`src/design/mavf_pkg.sv`:
```
`timescale 1ns / 1ps
// ----------------------------------------------------------------------------
// mavf_pkg: shared types and constants of the median agreement vote filter
// Field widths, register codes, controller states and command strobes.
// ----------------------------------------------------------------------------
package mavf_pkg;

	localparam int HISTORY_DEPTH_DEF = 8;

	localparam int VAL_W  = 13;
	localparam int CONF_W = 17;
	localparam int VOTE_W = 4;
	localparam int TOL_W  = 8;

	localparam int APB_DATA_W = 32;
	localparam int APB_ADDR_W = 3;

	localparam logic [VOTE_W-1:0] MIN_VOTES_RST = 4'd3;
	localparam logic [TOL_W-1:0]  TOL_FLOOR_RST = 8'd8;

	// register index, taken from byte address bit 2
	localparam logic REG_MIN_VOTES = 1'b0;
	localparam logic REG_TOL_FLOOR = 1'b1;

	typedef struct packed {
		logic              restart;
		logic [VAL_W-1:0]  detect_value;
		logic [CONF_W-1:0] detect_conf;
	} det_item_t;

	typedef struct packed {
		logic [VAL_W-1:0]  consensus_value;
		logic [CONF_W-1:0] consensus_conf;
	} res_item_t;

	typedef enum logic [2:0] {
		ST_IDLE,
		ST_COUNT,
		ST_MEDIAN,
		ST_AGREE,
		ST_PREP,
		ST_DIVIDE,
		ST_DONE
	} state_t;

	typedef struct packed {
		logic load;      // store the accepted detection in the ring
		logic count;     // count nonzero entries, clear accumulators
		logic med_step;  // test one median candidate
		logic agr_step;  // test one entry for agreement
		logic div_init;  // load the divider
		logic div_step;  // one quotient bit
		logic out_load;  // capture the result
	} cmd_t;

	// width of the confidence sum over a full history
	function automatic int sum_width(input int depth);
		return CONF_W + $clog2(depth + 1);
	endfunction

endpackage

```
`src/design/mavf_stream_if.sv`:
```
`timescale 1ns / 1ps
// ----------------------------------------------------------------------------
// mavf_stream_if: valid/ready channel
// One transfer per rising edge with valid and ready both high.
// ----------------------------------------------------------------------------
interface mavf_stream_if #(
	parameter type payload_t = logic
);
	logic     valid;
	logic     ready;
	payload_t payload;

	modport source (output valid, output payload, input ready);
	modport sink   (input valid, input payload, output ready);
endinterface

```
`src/design/mavf_cfg.sv`:
```
`timescale 1ns / 1ps
// ----------------------------------------------------------------------------
// mavf_cfg: configuration registers
// APB-style write and read of min_votes and tol_floor.
// ----------------------------------------------------------------------------
module mavf_cfg (
	input  logic                                clk,
	input  logic                                arst_n,
	input  logic                                psel,
	input  logic                                penable,
	input  logic                                pwrite,
	input  logic [mavf_pkg::APB_ADDR_W-1:0]     paddr,
	input  logic [mavf_pkg::APB_DATA_W-1:0]     pwdata,
	output logic [mavf_pkg::APB_DATA_W-1:0]     prdata,
	output logic                                pready,
	output logic [mavf_pkg::VOTE_W-1:0]         min_votes,
	output logic [mavf_pkg::TOL_W-1:0]          tol_floor
);
	logic [mavf_pkg::VOTE_W-1:0] min_votes_q;
	logic [mavf_pkg::TOL_W-1:0]  tol_floor_q;
	logic                        wr_en;

	assign pready = 1'b1;
	assign wr_en  = psel && penable && pwrite;

	always_ff @(posedge clk or negedge arst_n) begin
		if (!arst_n) begin
			min_votes_q <= mavf_pkg::MIN_VOTES_RST;
			tol_floor_q <= mavf_pkg::TOL_FLOOR_RST;
		end else if (wr_en) begin
			case (paddr[2])
				mavf_pkg::REG_MIN_VOTES: min_votes_q <= pwdata[mavf_pkg::VOTE_W-1:0];
				mavf_pkg::REG_TOL_FLOOR: tol_floor_q <= pwdata[mavf_pkg::TOL_W-1:0];
				default: ;
			endcase
		end
	end

	always_comb begin
		case (paddr[2])
			mavf_pkg::REG_MIN_VOTES:
				prdata = mavf_pkg::APB_DATA_W'(min_votes_q);
			mavf_pkg::REG_TOL_FLOOR:
				prdata = mavf_pkg::APB_DATA_W'(tol_floor_q);
			default:
				prdata = '0;
		endcase
	end

	assign min_votes = min_votes_q;
	assign tol_floor = tol_floor_q;
endmodule

```
`src/design/mavf_ctrl.sv`:
```
`timescale 1ns / 1ps
// ----------------------------------------------------------------------------
// mavf_ctrl: sequencing controller
// Steps one detection through count, median search, vote and divide.
// ----------------------------------------------------------------------------
module mavf_ctrl #(
	parameter int HISTORY_DEPTH = mavf_pkg::HISTORY_DEPTH_DEF
) (
	input  logic                             clk,
	input  logic                             arst_n,
	input  logic                             in_valid,
	output logic                             in_ready,
	output logic                             out_valid,
	input  logic                             out_ready,
	output mavf_pkg::cmd_t                   cmd,
	output logic [$clog2(HISTORY_DEPTH)-1:0] idx
);
	localparam int IDX_W = $clog2(HISTORY_DEPTH);
	localparam int SUM_W = mavf_pkg::sum_width(HISTORY_DEPTH);
	localparam int MAXC  = (HISTORY_DEPTH > SUM_W) ? HISTORY_DEPTH : SUM_W;
	localparam int CNT_W = $clog2(MAXC);
	localparam logic [CNT_W-1:0] LAST_ENTRY = CNT_W'(HISTORY_DEPTH - 1);
	localparam logic [CNT_W-1:0] LAST_BIT   = CNT_W'(SUM_W - 1);

	mavf_pkg::state_t state_q, state_d;
	logic [CNT_W-1:0] cnt_q, cnt_d;
	logic             out_valid_q, out_valid_d;

	always_ff @(posedge clk or negedge arst_n) begin
		if (!arst_n) begin
			state_q     <= mavf_pkg::ST_IDLE;
			cnt_q       <= '0;
			out_valid_q <= 1'b0;
		end else begin
			state_q     <= state_d;
			cnt_q       <= cnt_d;
			out_valid_q <= out_valid_d;
		end
	end

	always_comb begin
		state_d     = state_q;
		cnt_d       = cnt_q;
		cmd         = '0;
		in_ready    = 1'b0;
		out_valid_d = out_valid_q && !out_ready;
		case (state_q)
			mavf_pkg::ST_IDLE: begin
				in_ready = 1'b1;
				if (in_valid) begin
					cmd.load = 1'b1;
					state_d  = mavf_pkg::ST_COUNT;
				end
			end
			mavf_pkg::ST_COUNT: begin
				cmd.count = 1'b1;
				cnt_d     = '0;
				state_d   = mavf_pkg::ST_MEDIAN;
			end
			mavf_pkg::ST_MEDIAN: begin
				cmd.med_step = 1'b1;
				if (cnt_q == LAST_ENTRY) begin
					cnt_d   = '0;
					state_d = mavf_pkg::ST_AGREE;
				end else begin
					cnt_d = cnt_q + 1'b1;
				end
			end
			mavf_pkg::ST_AGREE: begin
				cmd.agr_step = 1'b1;
				if (cnt_q == LAST_ENTRY) begin
					cnt_d   = '0;
					state_d = mavf_pkg::ST_PREP;
				end else begin
					cnt_d = cnt_q + 1'b1;
				end
			end
			mavf_pkg::ST_PREP: begin
				cmd.div_init = 1'b1;
				cnt_d        = '0;
				state_d      = mavf_pkg::ST_DIVIDE;
			end
			mavf_pkg::ST_DIVIDE: begin
				cmd.div_step = 1'b1;
				if (cnt_q == LAST_BIT) begin
					cnt_d   = '0;
					state_d = mavf_pkg::ST_DONE;
				end else begin
					cnt_d = cnt_q + 1'b1;
				end
			end
			mavf_pkg::ST_DONE: begin
				// hold until the output register is free
				if (!out_valid_q || out_ready) begin
					cmd.out_load = 1'b1;
					out_valid_d  = 1'b1;
					state_d      = mavf_pkg::ST_IDLE;
				end
			end
			default: begin
				state_d = mavf_pkg::ST_IDLE;
			end
		endcase
	end

	assign idx       = cnt_q[IDX_W-1:0];
	assign out_valid = out_valid_q;
endmodule

```
`src/design/mavf_dp.sv`:
```
`timescale 1ns / 1ps
// ----------------------------------------------------------------------------
// mavf_dp: vote datapath
// History ring, rank search for the median, agreement vote and divider.
// ----------------------------------------------------------------------------
module mavf_dp #(
	parameter int HISTORY_DEPTH = mavf_pkg::HISTORY_DEPTH_DEF
) (
	input  logic                             clk,
	input  logic                             arst_n,
	input  mavf_pkg::cmd_t                   cmd,
	input  logic [$clog2(HISTORY_DEPTH)-1:0] idx,
	input  mavf_pkg::det_item_t              det,
	input  logic [mavf_pkg::VOTE_W-1:0]      min_votes,
	input  logic [mavf_pkg::TOL_W-1:0]       tol_floor,
	output mavf_pkg::res_item_t              res
);
	localparam int D      = HISTORY_DEPTH;
	localparam int IDX_W  = $clog2(D);
	localparam int FILL_W = $clog2(D + 1);
	localparam int SUM_W  = mavf_pkg::sum_width(D);
	localparam int VAL_W  = mavf_pkg::VAL_W;
	localparam int CONF_W = mavf_pkg::CONF_W;
	localparam int SCL_W  = VAL_W + 6;

	logic [VAL_W-1:0]  val_q  [D];
	logic [CONF_W-1:0] conf_q [D];
	logic [IDX_W-1:0]  slot_q;
	logic [FILL_W-1:0] fill_q;

	logic [FILL_W-1:0] n_q, agr_q, rem_q;
	logic [VAL_W-1:0]  med_q;
	logic [SUM_W-1:0]  sum_q, quo_q;
	logic [VAL_W-1:0]  res_val_q;
	logic [CONF_W-1:0] res_conf_q;

	logic [IDX_W-1:0]  wr_slot;
	logic [FILL_W-1:0] wr_fill;
	logic [D-1:0]      vnz, lt, le;
	logic [VAL_W-1:0]  cand, delta;
	logic [FILL_W-1:0] less, leq, half;
	logic [SCL_W-1:0]  scaled;
	logic              agrees, hit;
	logic [FILL_W:0]   trial;
	logic              ok;

	function automatic logic [FILL_W-1:0] ones(input logic [D-1:0] b);
		logic [FILL_W-1:0] c;
		c = '0;
		for (int k = 0; k < D; k++) begin
			c = c + FILL_W'(b[k]);
		end
		return c;
	endfunction

	// restart empties the history before the write
	assign wr_slot = det.restart ? '0 : slot_q;
	assign wr_fill = det.restart ? '0 : fill_q;

	always_ff @(posedge clk or negedge arst_n) begin
		if (!arst_n) begin
			slot_q <= '0;
			fill_q <= '0;
		end else if (cmd.load) begin
			slot_q <= (wr_slot == IDX_W'(D - 1)) ? '0 : wr_slot + 1'b1;
			fill_q <= (wr_fill == FILL_W'(D)) ? wr_fill : wr_fill + 1'b1;
		end
	end

	always_ff @(posedge clk) begin
		if (cmd.load) begin
			val_q[wr_slot]  <= det.detect_value;
			conf_q[wr_slot] <= det.detect_conf;
		end
	end

	// per-slot flags: filled and nonzero, below and not above the candidate
	assign cand = val_q[idx];
	always_comb begin
		for (int k = 0; k < D; k++) begin
			vnz[k] = (FILL_W'(k) < fill_q) && (val_q[k] != '0);
			lt[k]  = vnz[k] && (val_q[k] < cand);
			le[k]  = vnz[k] && (val_q[k] <= cand);
		end
	end

	assign less = ones(lt);
	assign leq  = ones(le);
	assign half = n_q >> 1;
	assign hit  = vnz[idx] && (less <= half) && (half < leq);

	assign delta  = (cand > med_q) ? cand - med_q : med_q - cand;
	assign scaled = SCL_W'(delta) * SCL_W'(50);
	assign agrees = vnz[idx] &&
		((delta <= VAL_W'(tol_floor)) || (scaled <= SCL_W'(med_q)));

	assign trial = {rem_q, quo_q[SUM_W-1]};

	always_ff @(posedge clk) begin
		if (cmd.count) begin
			n_q   <= ones(vnz);
			sum_q <= '0;
			agr_q <= '0;
		end
		if (cmd.med_step && hit) begin
			med_q <= cand;
		end
		if (cmd.agr_step && agrees) begin
			sum_q <= sum_q + SUM_W'(conf_q[idx]);
			agr_q <= agr_q + 1'b1;
		end
		if (cmd.div_init) begin
			quo_q <= sum_q;
			rem_q <= '0;
		end else if (cmd.div_step) begin
			if (trial >= {1'b0, agr_q}) begin
				rem_q <= FILL_W'(trial - {1'b0, agr_q});
				quo_q <= {quo_q[SUM_W-2:0], 1'b1};
			end else begin
				rem_q <= trial[FILL_W-1:0];
				quo_q <= {quo_q[SUM_W-2:0], 1'b0};
			end
		end
		if (cmd.out_load) begin
			res_val_q  <= ok ? med_q : '0;
			res_conf_q <= ok ? quo_q[CONF_W-1:0] : '0;
		end
	end

	assign ok = (n_q != '0) && (8'(n_q) >= 8'(min_votes)) && (8'(agr_q) >= 8'(min_votes));

	assign res.consensus_value = res_val_q;
	assign res.consensus_conf  = res_conf_q;
endmodule

```
`src/design/median_agreement_vote_filter.sv`:
```
`timescale 1ns / 1ps
// ----------------------------------------------------------------------------
// median_agreement_vote_filter: sliding-window median vote, one axis
// Keeps a short history of detections and reports the agreed median.
// ----------------------------------------------------------------------------
// Usage:
//   detection  - sink channel; each transfer carries restart, detect_value
//                (0 = none) and a Q16 detect_conf.
//   consensus  - source channel; exactly one transfer per detection with the
//                median and the mean confidence of agreeing entries, or 0/0.
//   APB port   - min_votes at byte address 0, tol_floor at 4; write only
//                while the block is idle. pready is tied high.
// Sequence: a detection passes through the median rank search and the vote
//   pass, one history slot a cycle each, then the bit-serial divider for the
//   mean confidence, before its result can be transferred. A new detection is
//   taken only once the previous one is finished; one detection is worked on
//   at a time.
// Reset: clears the write slot, the fill count, the controller and the
//   output valid; registers return to min_votes 3, tol_floor 8.
// Stall: a finished result waits in the output register; the next detection
//   is still taken and worked on, and its result holds until that register
//   frees.
// ----------------------------------------------------------------------------
module median_agreement_vote_filter #(
	parameter int HISTORY_DEPTH = mavf_pkg::HISTORY_DEPTH_DEF
) (
	input  logic                             clk,
	input  logic                             arst_n,
	input  logic                             psel,
	input  logic                             penable,
	input  logic                             pwrite,
	input  logic [mavf_pkg::APB_ADDR_W-1:0]  paddr,
	input  logic [mavf_pkg::APB_DATA_W-1:0]  pwdata,
	output logic [mavf_pkg::APB_DATA_W-1:0]  prdata,
	output logic                             pready,
	mavf_stream_if.sink                      detection,
	mavf_stream_if.source                    consensus
);
	localparam int IDX_W = $clog2(HISTORY_DEPTH);

	logic [mavf_pkg::VOTE_W-1:0] min_votes;
	logic [mavf_pkg::TOL_W-1:0]  tol_floor;
	mavf_pkg::cmd_t              cmd;
	logic [IDX_W-1:0]            idx;
	mavf_pkg::det_item_t         det;
	mavf_pkg::res_item_t         res;

	// configuration registers
	mavf_cfg u_cfg (
		.clk       (clk),
		.arst_n    (arst_n),
		.psel      (psel),
		.penable   (penable),
		.pwrite    (pwrite),
		.paddr     (paddr),
		.pwdata    (pwdata),
		.prdata    (prdata),
		.pready    (pready),
		.min_votes (min_votes),
		.tol_floor (tol_floor)
	);

	// sequencer: owns both handshakes and the slot counter
	mavf_ctrl #(
		.HISTORY_DEPTH (HISTORY_DEPTH)
	) u_ctrl (
		.clk       (clk),
		.arst_n    (arst_n),
		.in_valid  (detection.valid),
		.in_ready  (detection.ready),
		.out_valid (consensus.valid),
		.out_ready (consensus.ready),
		.cmd       (cmd),
		.idx       (idx)
	);

	assign det = detection.payload;

	// history ring, median search, vote and divider
	mavf_dp #(
		.HISTORY_DEPTH (HISTORY_DEPTH)
	) u_dp (
		.clk       (clk),
		.arst_n    (arst_n),
		.cmd       (cmd),
		.idx       (idx),
		.det       (det),
		.min_votes (min_votes),
		.tol_floor (tol_floor),
		.res       (res)
	);

	// drive the result transfer from the output register
	assign consensus.payload = res;
endmodule
```
`src/flat_wrapper.sv`:
```
// flat-port wrapper written by rule: the top's interface ports become plain ports
module median_agreement_vote_filter_flat 
#(
	parameter int HISTORY_DEPTH = mavf_pkg::HISTORY_DEPTH_DEF
)
  (clk, arst_n, psel, penable, pwrite, paddr, pwdata, prdata, pready, detection_valid, detection_payload, detection_ready, consensus_valid, consensus_payload, consensus_ready);
  mavf_stream_if detection_i ();
  mavf_stream_if consensus_i ();
  input  logic clk;
  input  logic arst_n;
  input  logic psel;
  input  logic penable;
  input  logic pwrite;
  input  logic [mavf_pkg::APB_ADDR_W-1:0] paddr;
  input  logic [mavf_pkg::APB_DATA_W-1:0] pwdata;
  output logic [mavf_pkg::APB_DATA_W-1:0] prdata;
  output logic pready;
  input wire logic [$bits(detection_i.valid)-1:0] detection_valid;
  input wire logic [$bits(detection_i.payload)-1:0] detection_payload;
  output wire logic [$bits(detection_i.ready)-1:0] detection_ready;
  output wire logic [$bits(consensus_i.valid)-1:0] consensus_valid;
  output wire logic [$bits(consensus_i.payload)-1:0] consensus_payload;
  input wire logic [$bits(consensus_i.ready)-1:0] consensus_ready;
  assign detection_i.valid = detection_valid;
  assign detection_i.payload = detection_payload;
  assign detection_ready = detection_i.ready;
  assign consensus_valid = consensus_i.valid;
  assign consensus_payload = consensus_i.payload;
  assign consensus_i.ready = consensus_ready;
  median_agreement_vote_filter #(.HISTORY_DEPTH(HISTORY_DEPTH)) u_core (.clk(clk), .arst_n(arst_n), .psel(psel), .penable(penable), .pwrite(pwrite), .paddr(paddr), .pwdata(pwdata), .prdata(prdata), .pready(pready), .detection(detection_i), .consensus(consensus_i));
endmodule
```
`config.mk`:
```
export PLATFORM = sky130hd
export DESIGN_NAME = median_agreement_vote_filter_flat
export DESIGN_NICKNAME = d
export VERILOG_FILES = /design/src/design/mavf_pkg.sv /design/src/design/mavf_stream_if.sv /design/src/design/mavf_cfg.sv /design/src/design/mavf_ctrl.sv /design/src/design/mavf_dp.sv /design/src/design/median_agreement_vote_filter.sv /design/src/flat_wrapper.sv
export SDC_FILE = /design/constraint.sdc
export NUM_CORES = 1
export LEC_CHECK = 0
export ABC_CLOCK_PERIOD_IN_PS = 2000
export BUFFER_PORTS_ARGS = -buffer_cell sky130_fd_sc_hd__buf_2
export CORE_MARGIN = 5
export CORE_UTILIZATION = 45
export DETAILED_ROUTE_END_ITERATION = 7
export GPL_TIMING_DRIVEN = 0
export PLACE_DENSITY = 0.78
export SETUP_SLACK_MARGIN = 0.5
export SYNTH_ARGS = -nofsm -noshare
export SYNTH_HDL_FRONTEND = slang
export SYNTH_SLANG_ARGS = --single-unit
```
`constraint.sdc`:
```
create_clock -name clk -period 2 [get_ports clk]
set_input_delay 0.1 -clock clk [delete_from_list [all_inputs] [get_ports clk]]
set_output_delay 0.1 -clock clk [all_outputs]
set_load 0.005 [all_outputs]
```
# == Word level (Yosys, flattened, before mapping) ==
# Memory sizes are Yosys's and may differ from the RTL's.
# Cells that the tools add are included.
# W data, S select, Z words.
# op_classes
bitwise,2
reduce_logical,57
mux,36
eq_ne,15
addsub,29
n_mul,1
magnitude_cmp,33
# op_table
op,n
$le A13 B13 Y1 const AB,8
$lt A13 B13 Y1 const AB,8
$reduce_bool A13 Y1 const A,8
$mux W21,4
$pmux W32 S2,1
$add A4 B1 Y4,12
$logic_and A1 B1 Y1,34
$add A21 B17 Y21,1
$pmux W3 S7,1
$le A19 B13 Y1,1
$mul A13 B5 Y18 const B,1
$mux W3,6
$lt A3 B4 Y1 const A,4
$mux W1,16
$pmux W5 S3,1
$gt A13 B13 Y1 const A,1
$le A13 B8 Y1,1
$mux W13,1
$sub A13 B13 Y13 const A,1
$sub A13 B13 Y13 const B,1
$add A3 B1 Y4,3
$eq A3 B3 Y1 const B,4
$mux W4,3
$mux W5,2
other kinds (30),50
# word_totals
memories,1
ff_bits,96
out_inout_bits,36
wordCells,188
ram_bits,8
# mem_list
memory,words,width,read_ports,rd_clocked_by_memory_dff,write_ports,line,text
u_core.u_dp.conf_q,8,1,1,0,1,mavf_dp.sv:27,logic [CONF_W-1:0] conf_q [D];

# == Longest topological paths before layout ==
# logic_depth
word_depth,14
ltp_mapped,6
ltp_nobuf,6

# == Hierarchy ==
# Synthesis repeated with hierarchy kept, for this count alone.
# hier_totals
hier_cells,1777
area_unflattened_um2,22263.9
# modules_own_cells
module,area_per_inst_um2,cells_per_inst,instances
mavf_dp,20836.2,1634,1
mavf_cfg,760.7,62,1
mavf_ctrl,663.1,80,1
median_agreement_vote_filter,3.8,1,1

# == Least setup slack after synthesis ==
# OpenSTA, ideal clock, no wires.
# synth_path
path_type,flip-flop to flip-flop
start,register u_core.u_ctrl.cnt_q[0]
end,register u_core.u_ctrl.cnt_q[0]
t_arrival_ps,1151
path_buffers,0
period_less_slack_ps,1276
required_time_ps,1875
path_stages_with_launch,7
path_slack_ps,724
cell_sequence,dfrtp_1 -> inv_1 -> ha_1 -> nand4b_1 -> nand3_1 -> o22ai_1 -> mux2_2
# synth_via
elab_chain_len,3
word_cells_on_any_way,6
# synth_lines
element,line,text
"start, declared",mavf_ctrl.sv:26,"logic [CNT_W-1:0] cnt_q, cnt_d;"
"start signal, assigned",mavf_ctrl.sv:36,cnt_q <= cnt_d;
$add A5 B1 Y5 (tied with other cells),"mavf_ctrl.sv:66, mavf_ctrl.sv:75, mavf_ctrl.sv:89",
"$mux W5, on equally long branches","mavf_ctrl.sv:85, mavf_ctrl.sv:62, mavf_ctrl.sv:71",
$pmux W5 S3 *,mavf_ctrl.sv:47,case (state_q)
# Mark *: on every way between the ends. The rest lies on a longest branch, timed or not.
# A chain may end at the register's enable or synchronous reset.

# == Worst setup path after layout ==
# layout_path
start,register u_core.u_ctrl.cnt_q[1]
end,register u_core.u_ctrl.cnt_q[4]
# Same word-level chain as after synthesis.

==> summary.txt <==
Status - finished clean
RSZ-0062 raised after global routing - no
Compound-Gate Fraction of Synth Area - 0.0702
Seq/Total Area, Yosys - 0.396
Crit share post-route - 0.698
Post-DP Area - 1590 sq um
Worst-path fanout max - 5
Mux contribution to synthesized area - 0.143
DRT iter0 DRCs - 31
Core Box Area - 2810 sq um
Vias post-DR - 967
Final hold vios - 0
Starting Density - 0.477
Final total power - 0.00145 W
#FFs+latches synth - 21
Clock Pin Slew Worst Setup and Hold Paths - 0.12 ns
Util after Layout - 0.580
H-tree Lvls - 1
Fill cells - 246
Ports - 79
Leakage power - 0.856 nW
Setup bufs post-CTS - 0
Main combinational cell family by area after synthesis - buffers and inverters
Syn Area/Cell - 10.4 sq um
Routed len/inst - 11.6 um
Max Cap Viol - 0
Synth-to-layout area growth - 21.7%
Flop-to-flop setup slack - 0.60 ns
WL final - 2460 um
Critical Path RT - 2.19 ns
DRC violations left - 0
Post-Synth Adder-Cell Area - 0.0187
Max Fclk - 717 MHz
Die H - 64.5 um
Worst hold path class - in -> reg
Non-Filler Instances - 212
Async S/R FF share, synth - 1.00
Pin count of the biggest net entering global routing - 22
Post-synth EDFFs - 0
Clock sinks - 21
Port bufs - 24
Total negative setup slack - 0 ns
Power per Cell Area - 890 nW/um^2
Final Net Count - 227
Initial antenna violation count - 0
Post-Place Cells - 207
Synth Area in Simple Gates - 0.167
Cell variety after synth - 33
Crit path launch type - flop
Clock skew - 0.00809 ns
Clk Latency, worst-skew pair - 0.30 ns
Total GRT Usage - 0.121
CP Capture Type - flop
FF+latch area - 529 sq um
Antenna-violating nets left - 0
Design area - 1630 sq um
Fin. max-slew vios - 0
Rows - 19
Area of the multi-input gates - 663 sq um
WS Path Type - reg -> reg
Root buf cell - clkbuf_4
Final setup violation count - 0
Synth Flop Type - dfrtp_1
Chip Width - 64.5 um
Vias per inst - 4.56
CTS tree - built
Xor and xnor area share after synthesis - 0.0196
DRT Pass-1 Iters - 4
GPL Wtd Cong - 0.855
Share of layout cells above drive strength 1 - 0.442
Period minus WS final - 1.40 ns
Yosys warning count - 0
Congestion Overflow GR - 0
Post-Syn Instances - 128
Num CTS Buffers - 3
Die area - 4160 sq um
Post-DP HPWL - 2000 um
Worst IR Drop VDD - 0.000466 V
Clock Tree Buf Depth - 2
Worst EP arrival - 1.59 ns
ANT cells - 0
Vias in the first global route - 934
Synthesized cell area - 1340 sq um
First-pass GRT wire length - 4110 um
-- path summary, 6_finish.rpt --
check / start / to / cells after the start
min in group asynchronous: arst_n / u_core.u_cfg.tol_floor[7]$_DFFE_PN0P_ / 2
min reg2reg: u_core.u_cfg.min_votes[2]$_DFFE_PN0P_ / u_core.u_cfg.min_votes[2]$_DFFE_PN0P_ / 1
max reg2reg: u_core.u_ctrl.cnt_q[1]$_DFFE_PN0P_ / u_core.u_ctrl.cnt_q[4]$_DFFE_PN0P_ / 5
max in group asynchronous: arst_n / u_core.u_cfg.tol_floor[3]$_DFFE_PN1P_ / 2
min: pwdata[4] / u_core.u_cfg.tol_floor[4]$_DFFE_PN0P_ / 2
max: u_core.u_ctrl.cnt_q[1]$_DFFE_PN0P_ / u_core.u_ctrl.cnt_q[4]$_DFFE_PN0P_ / 5
-- where the power goes --
part	leakage (nW)	internal [W]	switching (W)
clock	0.0150	0.0000776	0.000122
sequential	0.253	0.000556	0.0000762
combinational	0.588	0.000327	0.000290
total	0.856	0.000960	0.000488
-- worst max-delay path, stage by stage (launching register included) --
cell      delay, ns
dfrtp_1        0.41
ha_1           0.23
and4bb_4       0.30
nor2b_1        0.16
o21a_1         0.15
nor2_1         0.05
-- registers in the layout, summed over array words and instances, names as in the netlist --
register                 cells
u_core.u_cfg.tol_floor       8
u_core.u_ctrl.cnt_q          5
u_core.u_ctrl.state_q        3
u_core.u_cfg.min_votes       4
u_core.u_ctrl.out_valid      1
-- cell families (layout without fill, tap and decap cells) --
group,count (synthesis),after routing
fa+ha+maj,2,2
buf+inv,34,63
simple gates,34,34
xor+xnor,3,3
other cells,2,26
flops,21,21
compound gates,15,15
mux,17,17
-- area by class of cell --
type	instances	area share
Buffer	31	0.141
Clock buffer	4	0.0161
Inverter	3	0.00692
Multi-Input combinational cell	97	0.407
Sequential cell	21	0.325
Tap cell	31	0.0238
Timing Repair Buffer	25	0.0799
-- cells in the final DEF (no fill, tap or decap), types with 2 or more instances in the layout --
cell	count
nand2_1	8
xnor2_1	3
ha_1	2
buf_4	27
a21oi_1	2
nand2b_1	3
buf_2	27
o22ai_1	2
o21a_1	2
mux2_2	13
o21ai_0	5
dfstp_2	3
clkbuf_4	3
and4bb_1	2
mux2_1	4
conb_1	26
nor2_1	8
dfrtp_1	18
and2_1	4
inv_1	3
-- Yosys cell counts, drive strengths merged (3+ instances only) --
cell	n	area share
and2	4	0.019
and4bb	3	0.031
buf	31	0.17
dfrtp	18	0.34
dfstp	3	0.059
inv	3	0.0084
mux2	17	0.14
nand2	9	0.027
nand2b	3	0.014
nor2	8	0.022
o21ai	6	0.022
xnor2	3	0.020
-- routing by layer --
layer	global-route usage	part of all wire
met1	0.146	0.41
met2	0.220	0.49
met3	0.0294	0.092
met4	0.0237	0
met5	0	0
-- through the flow --
| stage | setup slack (ns) | hold slack, ns |
|---|---|---|
| floorplan | 0.724 | -0.196 |
| global placement | 0.633 | 0.0699 |
| detailed placement | 0.605 | 0.0855 |
| CTS | 0.594 | 0.0214 |
| global route | 0.527 | 0.0184 |
| finish | 0.605 | 0.0312 |
-- what timing repair did --
| action | in CTS | in global routing |
|---|---|---|
| hold buffers | 1 | 0 |
| gates resized for setup | 0 | 1 |
| endpoints found under the setup margin | 0 | 1 |
| endpoints found under the hold margin | 18 | 0 |
No activity file was read; power rests on OpenSTA's default activity.
